**config.mk**
```make
export PLATFORM = sky130hd
export DESIGN_NAME = deg_back
export DESIGN_NICKNAME = d
export VERILOG_FILES = /design/src/hdl/deg_pkg.sv /design/src/hdl/deg_back.sv
export SDC_FILE = /design/constraint.sdc
export NUM_CORES = 1
export LEC_CHECK = 0
export BUFFER_PORTS_ARGS = -buffer_cell sky130_fd_sc_hd__buf_2
export CAP_MARGIN = 20
export CORE_MARGIN = 2
export CORE_UTILIZATION = 30
export DETAILED_ROUTE_END_ITERATION = 12
export PLACE_DENSITY_LB_ADDON = 0.15
export SLEW_MARGIN = 20
export SYNTH_ARGS = -nofsm -noshare
export SYNTH_HDL_FRONTEND = slang
export SYNTH_SLANG_ARGS = --single-unit
```
**constraint.sdc**
```tcl
create_clock -name clk -period 10.2 [get_ports clk]
set_clock_uncertainty 0.2 [all_clocks]
set_input_delay 2.04 -clock clk [delete_from_list [all_inputs] [get_ports clk]]
set_output_delay 2.04 -clock clk [all_outputs]
set_load 0.05 [all_outputs]
```
**src/hdl/deg_pkg.sv**
```systemverilog
// Shared constants and types for the diagonal emboss gray filter.
// No dependencies; used by every module of the block.
`timescale 1ns / 1ps

package deg_pkg;

    localparam int MAX_WIDTH = 4096;
    localparam int COL_W     = $clog2(MAX_WIDTH);
    localparam int ROW_W     = 16;
    localparam int F_W       = 6;               // depth / 10 for a 9-bit depth
    localparam int SUM_W     = 16;
    localparam int NJOB      = 4;
    localparam int QDEPTH    = 4;
    localparam int QPTR_W    = $clog2(QDEPTH);

    localparam int DEPTH_RESET  = 30;
    localparam int WIDTH_RESET  = 640;
    localparam int HEIGHT_RESET = 480;

    // configuration register indexes
    localparam logic [1:0] REG_DEPTH  = 2'd0;
    localparam logic [1:0] REG_WIDTH  = 2'd1;
    localparam logic [1:0] REG_HEIGHT = 2'd2;

    // result slots released by one pixel, in release order
    localparam int JOB_UP_LEFT = 0;
    localparam int JOB_UP      = 1;
    localparam int JOB_LEFT    = 2;
    localparam int JOB_SELF    = 3;

    typedef logic [31:0] pixel_t;

    typedef struct packed {
        logic [F_W-1:0]   factor;
        logic [COL_W-1:0] col_last;
        logic [ROW_W-1:0] row_last;
    } cfg_t;

    typedef struct packed {
        pixel_t           px;
        pixel_t           up_left;
        pixel_t           up;
        pixel_t           left;
        logic [COL_W-1:0] col;
        logic [ROW_W-1:0] row;
        logic [NJOB-1:0]  mask;
    } item_t;

endpackage

```
**src/hdl/deg_back.sv**
```systemverilog
// Back end: expands each queued pixel into its results, one per cycle unless stalled,
// through a two-stage emboss datapath ending in the output register. Depends on deg_pkg.
`timescale 1ns / 1ps

module deg_back
(
    input  logic                      clk,
    input  logic                      rst_n,
    input  deg_pkg::cfg_t             cfg,
    input  deg_pkg::item_t            head,
    input  logic                      head_valid,
    output logic                      pop,
    output logic                      out_valid,
    input  logic                      out_stall,
    output logic [deg_pkg::COL_W-1:0] out_col,
    output logic [deg_pkg::ROW_W-1:0] out_row,
    output logic [7:0]                gray_out,
    output logic [7:0]                alpha_out,
    output logic                      last_of_run
);

    // abs((own - nb) * f + 127); fits 14 bits for any 6-bit factor
    function automatic logic [13:0] chan_mag(input logic [7:0] own,
                                             input logic [7:0] nb,
                                             input logic [deg_pkg::F_W-1:0] f);
        logic signed [8:0]  diff;
        logic signed [16:0] v;
        logic [16:0]        mag;
        diff = $signed({1'b0, own}) - $signed({1'b0, nb});
        v    = 17'(diff) * 17'($signed({1'b0, f})) + 17'sd127;
        mag  = v[16] ? 17'(-v) : 17'(v);
        return mag[13:0];
    endfunction

    logic [deg_pkg::NJOB-1:0]  done_reg, done_next;
    logic [deg_pkg::NJOB-1:0]  rem;
    logic [deg_pkg::NJOB-1:0]  sel;
    logic                      advance;
    logic                      issue;
    logic                      job_last;
    deg_pkg::pixel_t           own;
    logic [deg_pkg::COL_W-1:0] job_col;
    logic [deg_pkg::ROW_W-1:0] job_row;
    logic [deg_pkg::SUM_W-1:0] job_sum;

    logic                      s1_valid_reg;
    logic [deg_pkg::COL_W-1:0] s1_col_reg;
    logic [deg_pkg::ROW_W-1:0] s1_row_reg;
    logic [deg_pkg::SUM_W-1:0] s1_sum_reg;
    logic [7:0]                s1_alpha_reg;
    logic                      s1_last_reg;

    logic                      out_valid_reg;
    logic [deg_pkg::COL_W-1:0] out_col_reg;
    logic [deg_pkg::ROW_W-1:0] out_row_reg;
    logic [7:0]                gray_reg;
    logic [7:0]                alpha_reg;
    logic                      last_reg;

    logic                      sat;
    logic [20:0]               quot_prod;
    logic [7:0]                gray_next;

    // whole pipeline moves together whenever the output register is free
    assign advance  = !out_valid_reg || !out_stall;
    assign issue    = head_valid && advance;
    assign rem      = head.mask & ~done_reg;
    assign sel      = rem & (~rem + 1'b1);
    assign job_last = (rem & ~sel) == '0;
    assign pop      = issue && job_last;

    always_comb
    begin
        done_next = done_reg;
        if (issue)
        begin
            done_next = job_last ? '0 : (done_reg | sel);
        end
    end

    always_comb
    begin
        own = head.px;
        if (sel[deg_pkg::JOB_UP_LEFT])
        begin
            own = head.up_left;
        end
        else if (sel[deg_pkg::JOB_UP])
        begin
            own = head.up;
        end
        else if (sel[deg_pkg::JOB_LEFT])
        begin
            own = head.left;
        end
        job_col = (sel[deg_pkg::JOB_UP_LEFT] || sel[deg_pkg::JOB_LEFT])
                  ? head.col - 1'b1 : head.col;
        job_row = (sel[deg_pkg::JOB_UP_LEFT] || sel[deg_pkg::JOB_UP])
                  ? head.row - 1'b1 : head.row;
        // the neighbour is always the pixel that just arrived
        job_sum = deg_pkg::SUM_W'(chan_mag(own[7:0],   head.px[7:0],   cfg.factor))
                + deg_pkg::SUM_W'(chan_mag(own[15:8],  head.px[15:8],  cfg.factor))
                + deg_pkg::SUM_W'(chan_mag(own[23:16], head.px[23:16], cfg.factor));
    end

    // sum / 3 by reciprocal; exact below 768, and 768 upwards clamps to 255
    assign sat       = s1_sum_reg >= deg_pkg::SUM_W'(3 * 256);
    assign quot_prod = 21'(s1_sum_reg[9:0]) * 21'd683;
    assign gray_next = sat ? 8'hFF : quot_prod[18:11];

    always_ff @(posedge clk)
    begin
        if (issue)
        begin
            s1_col_reg   <= job_col;
            s1_row_reg   <= job_row;
            s1_sum_reg   <= job_sum;
            s1_alpha_reg <= own[31:24];
            s1_last_reg  <= job_last;
        end
        if (advance && s1_valid_reg)
        begin
            out_col_reg <= s1_col_reg;
            out_row_reg <= s1_row_reg;
            gray_reg    <= gray_next;
            alpha_reg   <= s1_alpha_reg;
            last_reg    <= s1_last_reg;
        end
    end

    always_ff @(posedge clk or negedge rst_n)
    begin
        if (!rst_n)
        begin
            done_reg      <= '0;
            s1_valid_reg  <= 1'b0;
            out_valid_reg <= 1'b0;
        end
        else
        begin
            done_reg <= done_next;
            if (advance)
            begin
                s1_valid_reg  <= issue;
                out_valid_reg <= s1_valid_reg;
            end
        end
    end

    assign out_valid   = out_valid_reg;
    assign out_col     = out_col_reg;
    assign out_row     = out_row_reg;
    assign gray_out    = gray_reg;
    assign alpha_out   = alpha_reg;
    assign last_of_run = last_reg;

endmodule

```
==> flow_metrics.env <==
export IMPL_status="finished, violations left"
export IMPL_violations="setup timing"
export IMPL_die_w_um=237
export IMPL_synthTopCellsByArea="fa_1, edfxtp_1, ha_1"
export IMPL_worst_pin_slew_ns=0.811
export IMPL_dpl_hpwl_um=35900
export IMPL_setup_slack_ns=-0.383
export IMPL_syn_area_um2=16300
export IMPL_multi_input_area_um2=12500
export IMPL_synth_edf_count=98
export IMPL_post_route_cells_drive_above_1_share=0.313
export IMPL_numCtsBuffers=9
export IMPL_cts_hold_buf=0
export IMPL_first_global_vias=13800
export IMPL_ys_ff_latch=104
export IMPL_endpoint_kind="flop"
export IMPL_cts_tree="built"
export IMPL_place_gp_congestion=0.843
export IMPL_track_usage=0.150
export IMPL_cp_start_kind="primary input"
export IMPL_drc=0
export IMPL_whs_path_depth=0
export IMPL_dr_pass1_iters=5
export IMPL_cp_required_ns=10.11
export IMPL_port_buffers=216
export IMPL_grt_pass1_wl_um=68800
export IMPL_synth_most_common_cell="inv_1"
export IMPL_crit_path_max_incr_delay_ns=0.54
export IMPL_synth_avg_cell_area_um2=8.95
export IMPL_synth_nets=2401
export IMPL_ios=245
export IMPL_diodes=0
export IMPL_crit_slowest_cell="fa_1"
export IMPL_cp_common_cell="fa_1"
export IMPL_post_route_util=0.409
export IMPL_clockRootBuffer="clkbuf_16"
export IMPL_dieArea_um2=56100
export IMPL_synth_cell_types=55
export IMPL_hp_class="flop to flop"
export IMPL_ys_top_cells_by_count="inv_1, ha_1, nand2_1"
export IMPL_overflow=0
export IMPL_post_route_period_util=1.04
export IMPL_r2r_cells=45
export IMPL_maxCapViolations=0
export IMPL_drtAntennaViolNets=0
export IMPL_max_slew_margin_rel=0.452
export IMPL_area_delta_synth_final_pct=34.9
export IMPL_crit_fanout=5
export IMPL_vias_per_cell=4.50
export IMPL_max_freq_mhz=94.5
export IMPL_synthCells=1818
export IMPL_setup_violations=7
export IMPL_wirelength_um=42500
export IMPL_first_iter_violations=429
export IMPL_worst_skew_pair_late_latency_ns=0.36
export IMPL_hold_violations=0
export IMPL_clock_path_buffers=2
export IMPL_ys_warn_count=0
export IMPL_num_rows=85
export IMPL_final_nets=2930
export IMPL_antenna_found_initial=0
export IMPL_die_height_um=237
export IMPL_fin_crit_ns=10.58
export IMPL_start_util=0.303
export IMPL_synth_top_area_cell="fa_1"
export IMPL_rsz0062_at_grt="true"
export IMPL_synth_top_area_share=0.222
export IMPL_async_flop_share=0.0577
export IMPL_fill_cells=5436
export IMPL_critPathKind="primary input to flop"
export IMPL_synth_flop_cell="edfxtp_1"
export IMPL_clock_sinks=104
export IMPL_final_max_slew_violation_count=0
export IMPL_grt_max_degree=60
export IMPL_route_vias_total=13700
export IMPL_seq_area_frac_synth=0.190
export IMPL_path_clk_slew_ns=0.08
export IMPL_register_area_um2=3090
export IMPL_core_area_um2=53700
export IMPL_cp_arrival_ns=10.49
export IMPL_wire_per_inst_um=14.0
export IMPL_htreeDepth=3
-- metal layers --
| layer | vias to the layer above | routed length (µm) | GRT usage |
|---|---|---|---|
| li1 | 6912 | - | - |
| met1 | 6683 | 20400 | 0.209 |
| met2 | 107 | 21200 | 0.261 |
| met3 | 21 | 528 | 0.00909 |
| met4 | 0 | 381 | 0.0238 |
| met5 | - | 0 | 0 |
-- area by class of cell --
class	instances	share of cell area
clock inverters	7	0.00405
multi-input cells	1322	0.568
inverters	344	0.0589
flip-flops and latches	104	0.141
repair buffers	566	0.178
well taps	696	0.0397
clock buffers	9	0.0103
-- what timing repair did --
action / in CTS / in global routing
setup endpoints to repair: 12 / 13
pin swaps: 64 / 101
gates cloned: 3 / 0
resized for setup: 95 / 81
setup buffers: 21 / 22
-- metrics by stage --
stage | setup WS (ns) | TNS, ns | hold slack (ns) | instances | instance area, µm²
after floorplan | -0.422 | -1.61 | 0.200 | 1818 | 16400
after global placement | -1.06 | -9.17 | 0.201 | 2989 | 20500
after detailed placement | -1.12 | -9.75 | 0.205 | 2989 | 20500
after CTS | -0.496 | -2.54 | 0.215 | 3028 | 21400
after global routing | -0.781 | -5.80 | 0.219 | 3048 | 21900
final | -0.383 | -1.95 | 0.214 | 3048 | 21900
-- final timing paths --
check,startpoint,slack (ns),to
min in group asynchronous,rst_n,1.29,out_valid$_DFFE_PN0N_
hold / removal,s1_row_reg[13]$_DFFE_PP_,0.21,out_row[13]$_DFFE_PP_
max in group asynchronous,rst_n,8.35,done_reg[1]$_DFFE_PN0P_
hold reg to reg,s1_row_reg[13]$_DFFE_PP_,0.21,out_row[13]$_DFFE_PP_
setup / recovery,head[2],-0.38,s1_sum_reg[15]$_DFFE_PP_
setup reg to reg,done_reg[2]$_DFFE_PN0P_,0.86,s1_sum_reg[15]$_DFFE_PP_
-- critical path: cells and delay by family --
kind / cells / cell delay [ns]
adders and majority gates: 9 / 3.46
AOI/OAI and AO/OA: 16 / 2.87
buffers and inverters: 11 / 1.08
and+or+nand+nor: 7 / 0.55
xor gates and xnor gates: 2 / 0.30
muxes: 1 / 0.19
-- cell usage in the layout, fill, tap and decap left out, types with 11 or more instances in the layout --
master	synthesis	layout
buf_4	0	329
inv_1	344	328
buf_2	4	214
nand2_1	205	197
ha_1	205	189
fa_1	180	171
and2_1	107	100
edfxtp_1	98	98
a21oi_1	109	86
xnor2_1	82	71
nor2_1	69	59
xor2_1	51	51
o21ai_0	67	50
nand2b_1	36	34
a21oi_2	3	22
a21o_1	19	19
o21bai_1	18	16
inv_2	0	16
nand3_1	15	14
buf_6	1	14
nor2b_1	19	13
o21a_1	13	12
nor4_1	12	12
ha_4	0	12
o31ai_1	12	11
nor3_1	13	11
-- logic make-up after synthesis --
kind of cell | count (synthesis) | share of synthesized area
AO/OA/AOI/OAI | 280 | 0.103
XOR/XNOR | 134 | 0.0726
adder cells (fa/ha/maj) | 385 | 0.379
buffers and inverters | 392 | 0.0912
flip-flops | 104 | 0.190
multiplexers | 22 | 0.0139
AND/OR/NAND/NOR | 501 | 0.150
Power is left out: the tool's default activity adds up to more than one toggle a clock period on the data nets, which glitch-free logic cannot reach.
