<file path="config.mk">
export PLATFORM = sky130hd
export DESIGN_NAME = deg_queue
export DESIGN_NICKNAME = d
export VERILOG_FILES = /design/src/hdl/deg_pkg.sv /design/src/hdl/deg_queue.sv
export SDC_FILE = /design/constraint.sdc
export NUM_CORES = 1
export LEC_CHECK = 0
export ABC_AREA = 1
export BUFFER_PORTS_ARGS = -buffer_cell sky130_fd_sc_hd__buf_4
export CAP_MARGIN = 0
export CORE_UTILIZATION = 32
export DETAILED_ROUTE_END_ITERATION = 7
export GPL_ROUTABILITY_DRIVEN = 0
export PLACE_DENSITY = 0.46
export SKIP_LAST_GASP = 1
export SYNTH_ARGS = -nofsm -noshare
export SYNTH_HDL_FRONTEND = slang
export SYNTH_SLANG_ARGS = --single-unit
export TNS_END_PERCENT = 5
</file>
<file path="constraint.sdc">
create_clock -name clk -period 6.9 [get_ports clk]
set_input_delay 0.69 -clock clk [delete_from_list [all_inputs] [get_ports clk]]
set_output_delay 0.69 -clock clk [all_outputs]
set_load 0.02 [all_outputs]
</file>
<file path="src/hdl/deg_pkg.sv">
// Shared constants and types for the diagonal emboss gray filter.
// No dependencies; used by every module of the block.
`timescale 1ns / 1ps

package deg_pkg;

    localparam int MAX_WIDTH = 4096;
    localparam int COL_W     = $clog2(MAX_WIDTH);
    localparam int ROW_W     = 16;
    localparam int F_W       = 6;               // depth / 10 for a 9-bit depth
    localparam int SUM_W     = 16;
    localparam int NJOB      = 4;
    localparam int QDEPTH    = 4;
    localparam int QPTR_W    = $clog2(QDEPTH);

    localparam int DEPTH_RESET  = 30;
    localparam int WIDTH_RESET  = 640;
    localparam int HEIGHT_RESET = 480;

    // configuration register indexes
    localparam logic [1:0] REG_DEPTH  = 2'd0;
    localparam logic [1:0] REG_WIDTH  = 2'd1;
    localparam logic [1:0] REG_HEIGHT = 2'd2;

    // result slots released by one pixel, in release order
    localparam int JOB_UP_LEFT = 0;
    localparam int JOB_UP      = 1;
    localparam int JOB_LEFT    = 2;
    localparam int JOB_SELF    = 3;

    typedef logic [31:0] pixel_t;

    typedef struct packed {
        logic [F_W-1:0]   factor;
        logic [COL_W-1:0] col_last;
        logic [ROW_W-1:0] row_last;
    } cfg_t;

    typedef struct packed {
        pixel_t           px;
        pixel_t           up_left;
        pixel_t           up;
        pixel_t           left;
        logic [COL_W-1:0] col;
        logic [ROW_W-1:0] row;
        logic [NJOB-1:0]  mask;
    } item_t;

endpackage

</file>
<file path="src/hdl/deg_queue.sv">
// Short queue of classified pixels between front and back end.
// Depends on deg_pkg.
`timescale 1ns / 1ps

module deg_queue
(
    input  logic           clk,
    input  logic           rst_n,
    input  logic           push,
    input  deg_pkg::item_t push_item,
    input  logic           pop,
    output deg_pkg::item_t head,
    output logic           head_valid,
    output logic           full
);

    deg_pkg::item_t entry_reg [0:deg_pkg::QDEPTH-1];

    logic [deg_pkg::QPTR_W-1:0] wr_ptr_reg, wr_ptr_next;
    logic [deg_pkg::QPTR_W-1:0] rd_ptr_reg, rd_ptr_next;
    logic [deg_pkg::QPTR_W:0]   count_reg, count_next;

    assign head       = entry_reg[rd_ptr_reg];
    assign head_valid = count_reg != '0;
    assign full       = count_reg == (deg_pkg::QPTR_W + 1)'(deg_pkg::QDEPTH);

    always_comb
    begin
        wr_ptr_next = push ? wr_ptr_reg + 1'b1 : wr_ptr_reg;
        rd_ptr_next = pop ? rd_ptr_reg + 1'b1 : rd_ptr_reg;
        count_next  = count_reg;
        if (push && !pop)
        begin
            count_next = count_reg + 1'b1;
        end
        else if (pop && !push)
        begin
            count_next = count_reg - 1'b1;
        end
    end

    always_ff @(posedge clk)
    begin
        if (push)
        begin
            entry_reg[wr_ptr_reg] <= push_item;
        end
    end

    always_ff @(posedge clk or negedge rst_n)
    begin
        if (!rst_n)
        begin
            wr_ptr_reg <= '0;
            rd_ptr_reg <= '0;
            count_reg  <= '0;
        end
        else
        begin
            wr_ptr_reg <= wr_ptr_next;
            rd_ptr_reg <= rd_ptr_next;
            count_reg  <= count_next;
        end
    end

endmodule

</file>
==> results.md, run 1 <==
* Post-Syn Area at 0.0255 mm2
* Nets@finish at 2395
* Rel. slew slack at 20.6%
* Port buffer count at 325
* Crit path DAT at 3300 ps
* Via density at 4.48
* Worst slew pin tran at 1190 ps
* Clock power share at 25.7%
* Pin count of the biggest net entering global routing at 249
* Synthesized instance count at 1915
* Initial drt markers at 825
* Worst path top cell family by delay: buffers and inverters
* Sink Count at 647
* Post-synth top flop: edfxtp_1
* Synth cell types at 19
* CP Max Fanout at 60
* Initial antenna violation count at 2
* Status: complete, no violations
* Postcts setup bufs at 0
* Worst-case hold slack at 282 ps
* Row count at 103
* RSZ-0062 raised after global routing: no
* Final Setup Violations at 0
* Num CTS Buffers at 73
* Vias in the first global route at 15.0k
* Clock transition at the registers of the reported paths at 60 ps
* Post-route minimum period at 3990 ps
* Crit-path cells: inv_6, buf_4, o211ai_1, nand2_1, buf_4
* Startpoint Class: flip-flop
* Synth top area cells: edfxtp_1 (75%), o211ai_1 (9.4%), nand2_1 (7.3%)
* Syn avg cell area at 13.3 um2
* Placed cell count at 3199
* Drc violations at 0
* Share of layout cells above drive strength 1 at 19.5%
* Top cell type's share of synthesized area at 75.3%
* Switching share of total power at 36.9%
* Hold Path Class: in2reg
* GRT Total Usage at 14.6%
* CTS root buf: clkbuf_16
* Final std cells w/o fill at 3327
* GRT overflow at 0
* Post-cts resize count at 0
* Multi-input logic area at 0.00440 mm2
* Fraction of registers with async set/reset at 1.08%
* Syn nets at 2085
* DIE HEIGHT at 284 um
* Leakage power at 12.3 nW
* Largest register FFs at 640
* Max-slew violation count at 0
* Cell Area, Placed at 0.0290 mm2
* Combinational power share at 36.7%
* Synth Warn # at 0
* Worst setup EP type: output port
* Number of hold buffers added after cts at 1
* Clk_skew at 17.0 ps
* CP Class: reg2out
* Yosys reg bits at 647
* Core area at 0.0790 mm2
* Worst slack at placement at 3420 ps
* Die footprint at 0.0809 mm2
* Final Hold Viols at 0
* Via count at 14.9k
* Max clock buf depth at 3
* Pint at 9.07 mW
* PwrDens at 460 mW/mm2
* Worst path most repeated cell: buf_4
* Final period util at 57.9%
* H-tree levels at 3
* First-pass GRT wire length at 89900 um
* Routed WL per cell at 17.9 um
* Total power at 14.4 mW
* Synth area leader: edfxtp_1
* Critical Path Max Stage Delay at 760 ps
* Area grow syn2layout at 22.5%
* Switch Pwr at 5.31 mW
* FMAX at 250 MHz
* ANT cells at 0
* Starting density of the core at 32.3%
* Slowest cell on the critical path: dfrtp_4
* Post-synth EDFFs at 640
* Final instance area at 0.0313 mm2
* Setup TNS at 0 ps
* CTS tree: built
* Final Util at 39.6%
* Worst Path Buf+Inv at 3
* Worst skew pair latency at 600 ps
* Fillcell total at 7380
* WP data required at 6210 ps
* Detailed Place HPWL at 33700 um
* Drt pass-1 iters at 5
* Maxcap violations at 0
* Sequential fraction of design power at 37.6%
* Sequential cell area at 0.0194 mm2
* Sequential area share after synthesis at 75.9%
* Chip width at 284 um
* # IOs at 326
* Setup ws final at 2910 ps
* Worst VDD drop at 330 uV
* Antenna-violating nets left at 0
* Drt total wl at 59500 um
[metal layers]
metal	global-route usage, %	wire length, um	vias to the layer above
met5	0	24	-
met4	4.17	1400	4
met3	3.83	3290	97
met2	25.3	29600	304
met1	17.8	25200	7190
li1	-	-	7300
[path summary, 6_finish.rpt]
kind                                     end            from  cells after the start  slack [ps]
hold reg to reg                 count_reg[2]    count_reg[2]                      2         480
min in group asynchronous      rd_ptr_reg[0]           rst_n                      2         440
hold / removal             entry_reg[0][118]  push_item[118]                      1         280
setup / recovery                     head[9]   rd_ptr_reg[1]                      5        2910
setup reg to reg            entry_reg[0][65]   wr_ptr_reg[0]                      5        4630
max in group asynchronous      rd_ptr_reg[1]           rst_n                      2        6320
[cell usage in the layout, fill, tap and decap left out, types with 6 or more instances in the layout]
cell type | netlist | final
nand2_1 | 494 | 494
buf_12 | 0 | 6
buf_4 | 2 | 335
edfxtp_1 | 640 | 640
clkbuf_1 | 33 | 15
clkinv_1 | 0 | 16
o211ai_1 | 320 | 320
clkinv_2 | 0 | 11
inv_1 | 331 | 327
clkbuf_16 | 0 | 74
inv_6 | 0 | 7
[worst register-to-register path, stage by stage, from the launching register on]
cell	delay, ps
dfrtp_1	430
inv_1	100
ha_1	140
nand2_1	100
inv_6	360
buf_4	700
[kinds of logic (layout without fill, tap and decap cells)]
family,Yosys count,after routing,synth area share (%)
xor+xnor,4,4,0.137
fa+ha+maj,6,6,0.323
simple gates,498,498,7.34
buf+inv,439,801,6.83
flops,647,647,75.9
compound gates,321,321,9.43
[synthesized netlist by cell type, types with 2 or more instances]
master and number:
inv_1 331, dfrtp_1 7, edfxtp_1 640, xor2_1 3, o211ai_1 320, buf_4 2, buf_1 2, clkbuf_1 33
buf_2 70, ha_1 5, nand2_1 494
[final cells by class]
cell class	count	area share [%]
tap	1050	4.20
clock buffer	89	6.10
inverter	332	4.06
timing repair buffer	342	8.45
multi-input combinational	829	14.1
clock inverter	38	1.11
sequential	647	62.0
[power groups by stage]
stage,Clock (mW),Sequential (mW),Combinational [mW]
finish,3.70,5.41,5.27
global route,3.96,5.48,5.79
CTS,3.83,5.42,5.44
detailed placement,0,5.50,5.43
global placement,0,5.48,5.42
floorplan,0,5.45,3.30
(Power assumes the default switching activity.)
==> run 2: changes to the inputs <==
--- a/config.mk
+++ b/config.mk
@@ -5,13 +5,13 @@
 export SDC_FILE = /design/constraint.sdc
 export NUM_CORES = 1
 export LEC_CHECK = 0
-export ABC_AREA = 1
+export ABC_AREA = 0
 export BUFFER_PORTS_ARGS = -buffer_cell sky130_fd_sc_hd__buf_4
 export CAP_MARGIN = 0
 export CORE_UTILIZATION = 32
 export DETAILED_ROUTE_END_ITERATION = 7
 export GPL_ROUTABILITY_DRIVEN = 0
-export PLACE_DENSITY = 0.46
+export PLACE_DENSITY = 0.48
 export SKIP_LAST_GASP = 1
 export SYNTH_ARGS = -nofsm -noshare
 export SYNTH_HDL_FRONTEND = slang
==> constraint.sdc (replaced) <==
create_clock -name clk -period 3.3 [get_ports clk]
set_input_delay 0.33 -clock clk [delete_from_list [all_inputs] [get_ports clk]]
set_output_delay 0.33 -clock clk [all_outputs]
set_load 0.02 [all_outputs]
==> run 2 against run 1 <==
Net effect:
- via count fell by 25%
- largest power group unchanged
- sequential power rose by 110%
- clock-buffer cell count rose by 2
- largest cell class unchanged
==> results.md, run 2 <==
* Synthesized instance count at 870 (-55%)
* Num CTS Buffers at 73 (unchanged)
* Rel. slew slack at 46.5% (+26 points)
* Final std cells w/o fill at 2444 (-27%)
* Syn nets at 1040 (-50%)
* Post-synthesis simple-gate area fraction at 0.213% (-7.1 points)
* Most common cell after layout, fill and taps aside: edfxtp_1
* RR Endpoint: entry_reg[1][60]
* DIE HEIGHT at 273 um (-4.1%)
* Startpoint of the worst-slack reg-to-reg timing path: wr_ptr_reg[1]
* Syn avg cell area at 27.0 um2 (+100%)
* Antenna-violating nets left at 0 (unchanged)
* Worst skew pair latency at 580 ps (-20 ps)
* GRT Total Usage at 14.0% (-0.54 points)
* Yosys reg bits at 647 (unchanged)
* Synth Warn # at 0 (unchanged)
* CP Max Fanout at 50 (-17%)
* Most numerous cell in the Yosys netlist: edfxtp_1
* Fraction of registers with async set/reset at 1.08% (unchanged)
* Cell Area, Placed at 0.0274 mm2 (-5.4%)
* Final Hold Viols at 0 (unchanged)
* Max-slew violation count at 0 (unchanged)
* Pin count of the biggest net entering global routing at 52 (-79%)
* Post-Syn Area at 0.0235 mm2 (-8.2%)
* Drt pass-1 iters at 4 (-1)
* Port buffer count at 325 (unchanged)
* Leakage power at 10.7 nW (-12%)
* Area grow syn2layout at 33.6%
* Multi-input logic area at 0.00381 mm2 (-13%)
* Sequential cell area at 0.0194 mm2 (unchanged)
* # IOs at 326 (unchanged)
* PwrDens at 905 mW/mm2 (+97%)
* H-tree levels at 3 (unchanged)
* Commonest cells after routing, fill and taps aside: edfxtp_1 (640), buf_4 (344), dlygate4sd3_1 (163)
* Post-route minimum period at 2730 ps
* Initial drt markers at 504 (-39%)
* GRT overflow at 0 (unchanged)
* Share of layout cells above drive strength 1 at 42.2% (+23 points)
* Postcts setup bufs at 0 (unchanged)
* Max clock buf depth at 3 (unchanged)
* CTS tree: built
* Initial antenna violation count at 2 (unchanged)
* Top post-synthesis cells by count: edfxtp_1 (640), mux4_2 (160), buf_2 (19)
* First-pass GRT wire length at 77800 um (-13%)
* Row count at 98 (-4.9%)
* Startpoint Class: flip-flop
* Worst slew pin tran at 802 ps (-389 ps)
* Synth top area cells: edfxtp_1 (82%), mux4_2 (15%), dfrtp_1 (0.75%)
* Post-cts resize count at 0 (unchanged)
* Drc violations at 0 (unchanged)
* Crit path DAT at 2400 ps (-900 ps)
* CP Class: reg2out
* Largest register FFs at 640 (unchanged)
* Detailed Place HPWL at 31900 um (-5.5%)
* Final Setup Violations at 0 (unchanged)
* Post-synth top flop: edfxtp_1
* WP data required at 2970 ps (-3240 ps)
* CTS root buf: clkbuf_16
* Final instance area at 0.0313 mm2 (+0.14%)
* Post-synth EDFFs at 640 (unchanged)
* Sink Count at 647 (unchanged)
* Maxcap violations at 0 (unchanged)
* FMAX at 366 MHz
* Routed WL per cell at 21.1 um (+18%)
* Number of hold buffers added after cts at 163 (+162)
* XOR/XNOR Fraction of Synth Area at 0.224% (+0.087 points)
* Hold Path Class: in2async
* Starting density of the core at 32.6% (+0.26 points)
* Nets@finish at 1608 (-33%)
* Clk_skew at 18.7 ps (+1.71 ps)
* Drt total wl at 51700 um (-13%)
* Fillcell total at 6219 (-16%)
* Clock transition at the registers of the reported paths at 60 ps (about the same)
* Worst Reg-to-Reg Cells at 4 (-1)
* Sequential area share after synthesis at 82.7% (+6.8 points)
* Compound-Gate Fraction of Synth Area at 0.0213% (-9.4 points)
* Via count at 11.1k (-25%)
* Worst R2R Setup Slack at 1310 ps (-3320 ps)
* Worst VDD drop at 549 uV (+66%)
* Vias in the first global route at 12.4k (-17%)
* Mux contribution to synthesized area at 15.4% (+15 points)
* RSZ-0062 raised after global routing: no
* Via density at 4.56 (+1.8%)
* Final period util at 82.9%
* Chip width at 273 um (-4.1%)
* Die footprint at 0.0744 mm2 (-8.1%)
* Top cell type's share of synthesized area at 82.0% (+6.7 points)
* Synth cell types at 19 (unchanged)
* Largest family of logic cells by synthesized area: multiplexers
* Placed cell count at 2150 (-33%)
* Core area at 0.0720 mm2 (-8.9%)
* Synth Area in Adders at 0.352% (+0.029 points)
* Synth area leader: edfxtp_1
* Status: complete, no violations
* Worst setup EP type: output port
run 2: cell count changes after synthesis, moves of 2 or more:
| cell | previous run | this run |
|---|---|---|
| inv_1 | 331 | 4 |
| buf_2 | 70 | 19 |
| clkbuf_1 | 33 | 6 |
| nand2_1 | 494 | 2 |
| o211ai_1 | 320 | 0 |
| mux4_2 | 0 | 160 |
| buf_1 | 2 | 0 |
| buf_6 | 0 | 10 |
| and2_1 | 0 | 4 |
run 2: power by group:
part / total [mW] / internal (mW) / leakage (nW) / switching (mW)
logic: 9.55 / 4.37 / 3.67 / 5.19
clock network: 7.62 / 4.54 / 1.10 / 3.08
registers: 11.2 / 10.7 / 5.96 / 0.443
run 2: area by class of cell:
cell class	instances	share of cell area (%)
Multi-Input combinational cell	183	12.2
Antenna cell	2	0.0160
Inverter	4	0.0479
Timing Repair Buffer	529	14.9
Clock inverter	38	0.994
Sequential cell	647	61.9
Clock buffer	91	6.18
Tap cell	950	3.79
run 2: how the worst max path moves through the flow:
stage	endpoint	startpoint	cells past startpoint	slack, ps
floorplan	entry_reg[0][0]	wr_ptr_reg[0]	3	-1510
global placement	head[149]	rd_ptr_reg[0]	4	1120
detailed placement	head[149]	rd_ptr_reg[0]	4	1110
CTS	head[149]	rd_ptr_reg[0]	4	470
global route	head[53]	rd_ptr_reg[0]	4	410
finish	head[104]	rd_ptr_reg[0]	3	570
run 2: worst max-delay path: stages, from the launching register on:
cell,delay (ps)
dfrtp_4,570
buf_12,370
mux4_2,590
buf_4,180
run 2: kinds of logic after synthesis:
family / count (synthesis)
AO/OA/AOI/OAI: 1
XOR/XNOR: 6
adder cells (fa/ha/maj): 6
buffers and inverters: 40
flip-flops: 647
multiplexers: 161
AND/OR/NAND/NOR: 9
run 2: metal layers:
metal  GRT usage [%]  part of all wire [%]  vias to the layer above
met2            23.7                    50                      264
met4            4.26                   2.3                        2
met5               0                 0.017                        -
met1            17.5                    41                     5860
li1                -                     -                     4927
met3            4.01                   6.0                       89
run 2: metrics by stage:
stage / setup TNS, ps / power [mW] / hold slack (ps) / setup WS (ps) / util, %
final: 0 / 28.3 / 135 / 566 / 43.5
after global routing: 0 / 29.7 / 96.7 / 412 / 43.5
after CTS: 0 / 29.0 / 83.5 / 466 / 43.5
after detailed placement: 0 / 21.1 / 164 / 1110 / 38.1
after global placement: 0 / 21.0 / 158 / 1120 / 38.1
after floorplan: -707830 / 17.0 / 34.4 / -1510 / -
==> run 3: changes to the inputs <==
--- a/config.mk
+++ b/config.mk
@@ -5,13 +5,13 @@
 export SDC_FILE = /design/constraint.sdc
 export NUM_CORES = 1
 export LEC_CHECK = 0
-export ABC_AREA = 0
+export ABC_AREA = 1
 export BUFFER_PORTS_ARGS = -buffer_cell sky130_fd_sc_hd__buf_4
 export CAP_MARGIN = 0
 export CORE_UTILIZATION = 32
 export DETAILED_ROUTE_END_ITERATION = 7
 export GPL_ROUTABILITY_DRIVEN = 0
-export PLACE_DENSITY = 0.48
+export PLACE_DENSITY = 0.46
 export SKIP_LAST_GASP = 1
 export SYNTH_ARGS = -nofsm -noshare
 export SYNTH_HDL_FRONTEND = slang
==> constraint.sdc (replaced) <==
create_clock -name clk -period 2.7 [get_ports clk]
set_input_delay 0.27 -clock clk [delete_from_list [all_inputs] [get_ports clk]]
set_output_delay 0.27 -clock clk [all_outputs]
set_load 0.02 [all_outputs]
==> run 3 against run 2 <==
Net effect:
- setup slack worse by 430 ps
- critical endpoint is now head[129]
- combinational power up 53%
- highest routed layer unchanged
- core utilization down 1.3 points
==> results.md, run 3 (synthesized netlist as in run 1, its figures left out) <==
* Status: complete, no violations
* PwrDens at 1110 mW/mm2 (+23%)
* Largest register FFs at 640 (unchanged)
* Worst Reg-to-Reg Cells at 5 (+1)
* WP data required at 2430 ps (-540 ps)
* Worst R2R Setup Slack at 820 ps (-490 ps)
* Drt pass-1 iters at 5 (+1)
* Total power at 37.1 mW (+31%)
* Drc violations at 0 (unchanged)
* Port buffer count at 325 (unchanged)
* Pin count of the biggest net entering global routing at 97 (+87%)
* Hold Path Class: in2async
* Worst setup EP type: output port
* DIE HEIGHT at 284 um (+4.3%)
* Worst slew pin tran at 615 ps (-188 ps)
* CTS tree: built
* Chip width at 284 um (+4.3%)
* Initial antenna violation count at 2 (unchanged)
* Commonest cells after routing, fill and taps aside: edfxtp_1 (640), nand2_1 (490), buf_4 (350)
* Post-route minimum period at 2570 ps
* Antenna-violating nets left at 0 (unchanged)
* Placed cell count at 3237 (+51%)
* Startpoint Class: flip-flop
* Detailed Place HPWL at 35600 um (+12%)
* Clock power share at 23.8% (-3.1 points)
* Max-slew violation count at 0 (unchanged)
* Leakage power at 13.1 nW (+22%)
* Most common cell after layout, fill and taps aside: edfxtp_1
* GRT Total Usage at 14.9% (+0.85 points)
* Pint at 23.5 mW (+20%)
* Final std cells w/o fill at 3525 (+44%)
* Core area at 0.0790 mm2 (+9.8%)
* CTS root buf: clkbuf_16
* FMAX at 389 MHz
* Die footprint at 0.0809 mm2 (+8.8%)
* CP Max Fanout at 36 (-28%)
* Setup TNS at 0 ps (unchanged)
* Share of layout cells above drive strength 1 at 19.8% (-22 points)
* Slowest cell on the critical path: dfrtp_4
* Worst skew pair latency at 600 ps (+20 ps)
* Via density at 4.43 (-2.9%)
* Vias in the first global route at 15.8k (+27%)
* Maxcap violations at 0 (unchanged)
* Starting density of the core at 32.3% (-0.26 points)
* Cell Area, Placed at 0.0296 mm2 (+7.8%)
* RSZ-0062 raised after global routing: yes
* Initial drt markers at 731 (+45%)
* Final Hold Viols at 0 (unchanged)
* Final period util at 95.1%
* Crit path DAT at 2300 ps (-100 ps)
* Final Setup Violations at 0 (unchanged)
* Crit-path cells: buf_12, buf_12, nand2_1, o211ai_1, nand2_1, buf_4
* Clk_skew at 13.8 ps (-4.88 ps)
* First-pass GRT wire length at 92600 um (+19%)
* Switch Pwr at 13.6 mW (+56%)
* Rel. slew slack at 59.0% (+13 points)
* Setup ws final at 132 ps (-433 ps)
* Worst Setup SP: rd_ptr_reg[0]
* Worst slack at placement at 704 ps (-409 ps)
* Sequential fraction of design power at 36.7% (-2.7 points)
* # IOs at 326 (unchanged)
* GRT overflow at 0 (unchanged)
* Startpoint of the worst-slack reg-to-reg timing path: wr_ptr_reg[0]
* Switching share of total power at 36.7% (+6.0 points)
* Area grow syn2layout at 30.5%
* RR Endpoint: entry_reg[2][126]
* Clock transition at the registers of the reported paths at 50 ps (about the same)
* Worst VDD drop at 1070 uV (+96%)
* Critical Path Max Stage Delay at 690 ps (+100 ps)
* Combinational power share at 39.5% (+5.8 points)
* Drt total wl at 59800 um (+16%)
* Num CTS Buffers at 73 (unchanged)
* Nets@finish at 2595 (+61%)
* Fillcell total at 7303 (+17%)
* Sink Count at 647 (unchanged)
* H-tree levels at 3 (unchanged)
* CP Class: reg2out
* Row count at 103 (+5.1%)
* Critical Path End: head[129]
* Routed WL per cell at 17.0 um (-20%)
* Final instance area at 0.0333 mm2 (+6.4%)
* Via count at 15.6k (+40%)
* Max clock buf depth at 3 (unchanged)
run 3: changes by cell type in the layout (fill, tap and decap cells not counted), sizes merged, moves of 5 or more:
cell    previous run  this run
mux4             160         0
buf              366       379
clkbuf            91        86
nand2              2       494
o211ai             0       320
inv                7       332
run 3: layer usage:
metal	vias to the layer above	global-route usage (%)	share of wire [%]
li1	7713	-	-
met1	7516	18.2	43
met3	68	3.63	5.3
met2	308	26.0	50
met5	-	0	0.037
met4	4	4.17	1.6
run 3: repair_timing:
action	CTS	global route
hold endpoints to repair	651	0
resized for setup	0	1
buffers inserted	0	0
hold buffers	163	0
setup endpoints to repair	0	52
run 3: power by group through the flow:
stage                     registers (mW)  clock network, mW  logic, mW
after detailed placement            13.8                  0       14.8
after global placement              13.8                  0       14.8
after CTS                           13.6               9.16       15.1
after floorplan                     13.8                  0       8.47
final                               13.6               8.83       14.6
after global routing                13.8               9.51       16.1
run 3: layout make-up:
cell class / instances / area (um2) / area share [%]
Inverter: 332 / 1270 / 3.80
Timing Repair Buffer: 542 / 4830 / 14.5
Clock inverter: 38 / 215 / 0.646
Tap cell: 1050 / 1310 / 3.94
Sequential cell: 647 / 19400 / 58.2
Multi-Input combinational cell: 829 / 4420 / 13.3
Antenna cell: 1 / 2.50 / 0.00751
Clock buffer: 86 / 1880 / 5.63
run 3: critical path: cells and delay by family, from the launching register on:
family          cells  cell delay (ps)
simple gates        2              220
buf+inv             3              670
flops               1              690
compound gates      1               90
run 3: worst min-delay path by stage:
stage | slack, ps | to
floorplan | -30 | count_reg[0]
global placement | 90 | count_reg[1]
detailed placement | 90 | count_reg[1]
CTS | 20 | count_reg[1]
global route | 50 | count_reg[1]
finish | 70 | count_reg[1]
run 3: stage by stage:
| step | utilization, % | hold slack (ps) |
|---|---|---|
| 2_1_floorplan | - | -25.6 |
| 3_3_place_gp | 37.5 | 92.8 |
| 3_5_place_dp | 37.5 | 94.0 |
| 4_1_cts | 42.2 | 15.1 |
| 5_1_grt | 42.2 | 51.6 |
| 6_report | 42.2 | 73.5 |
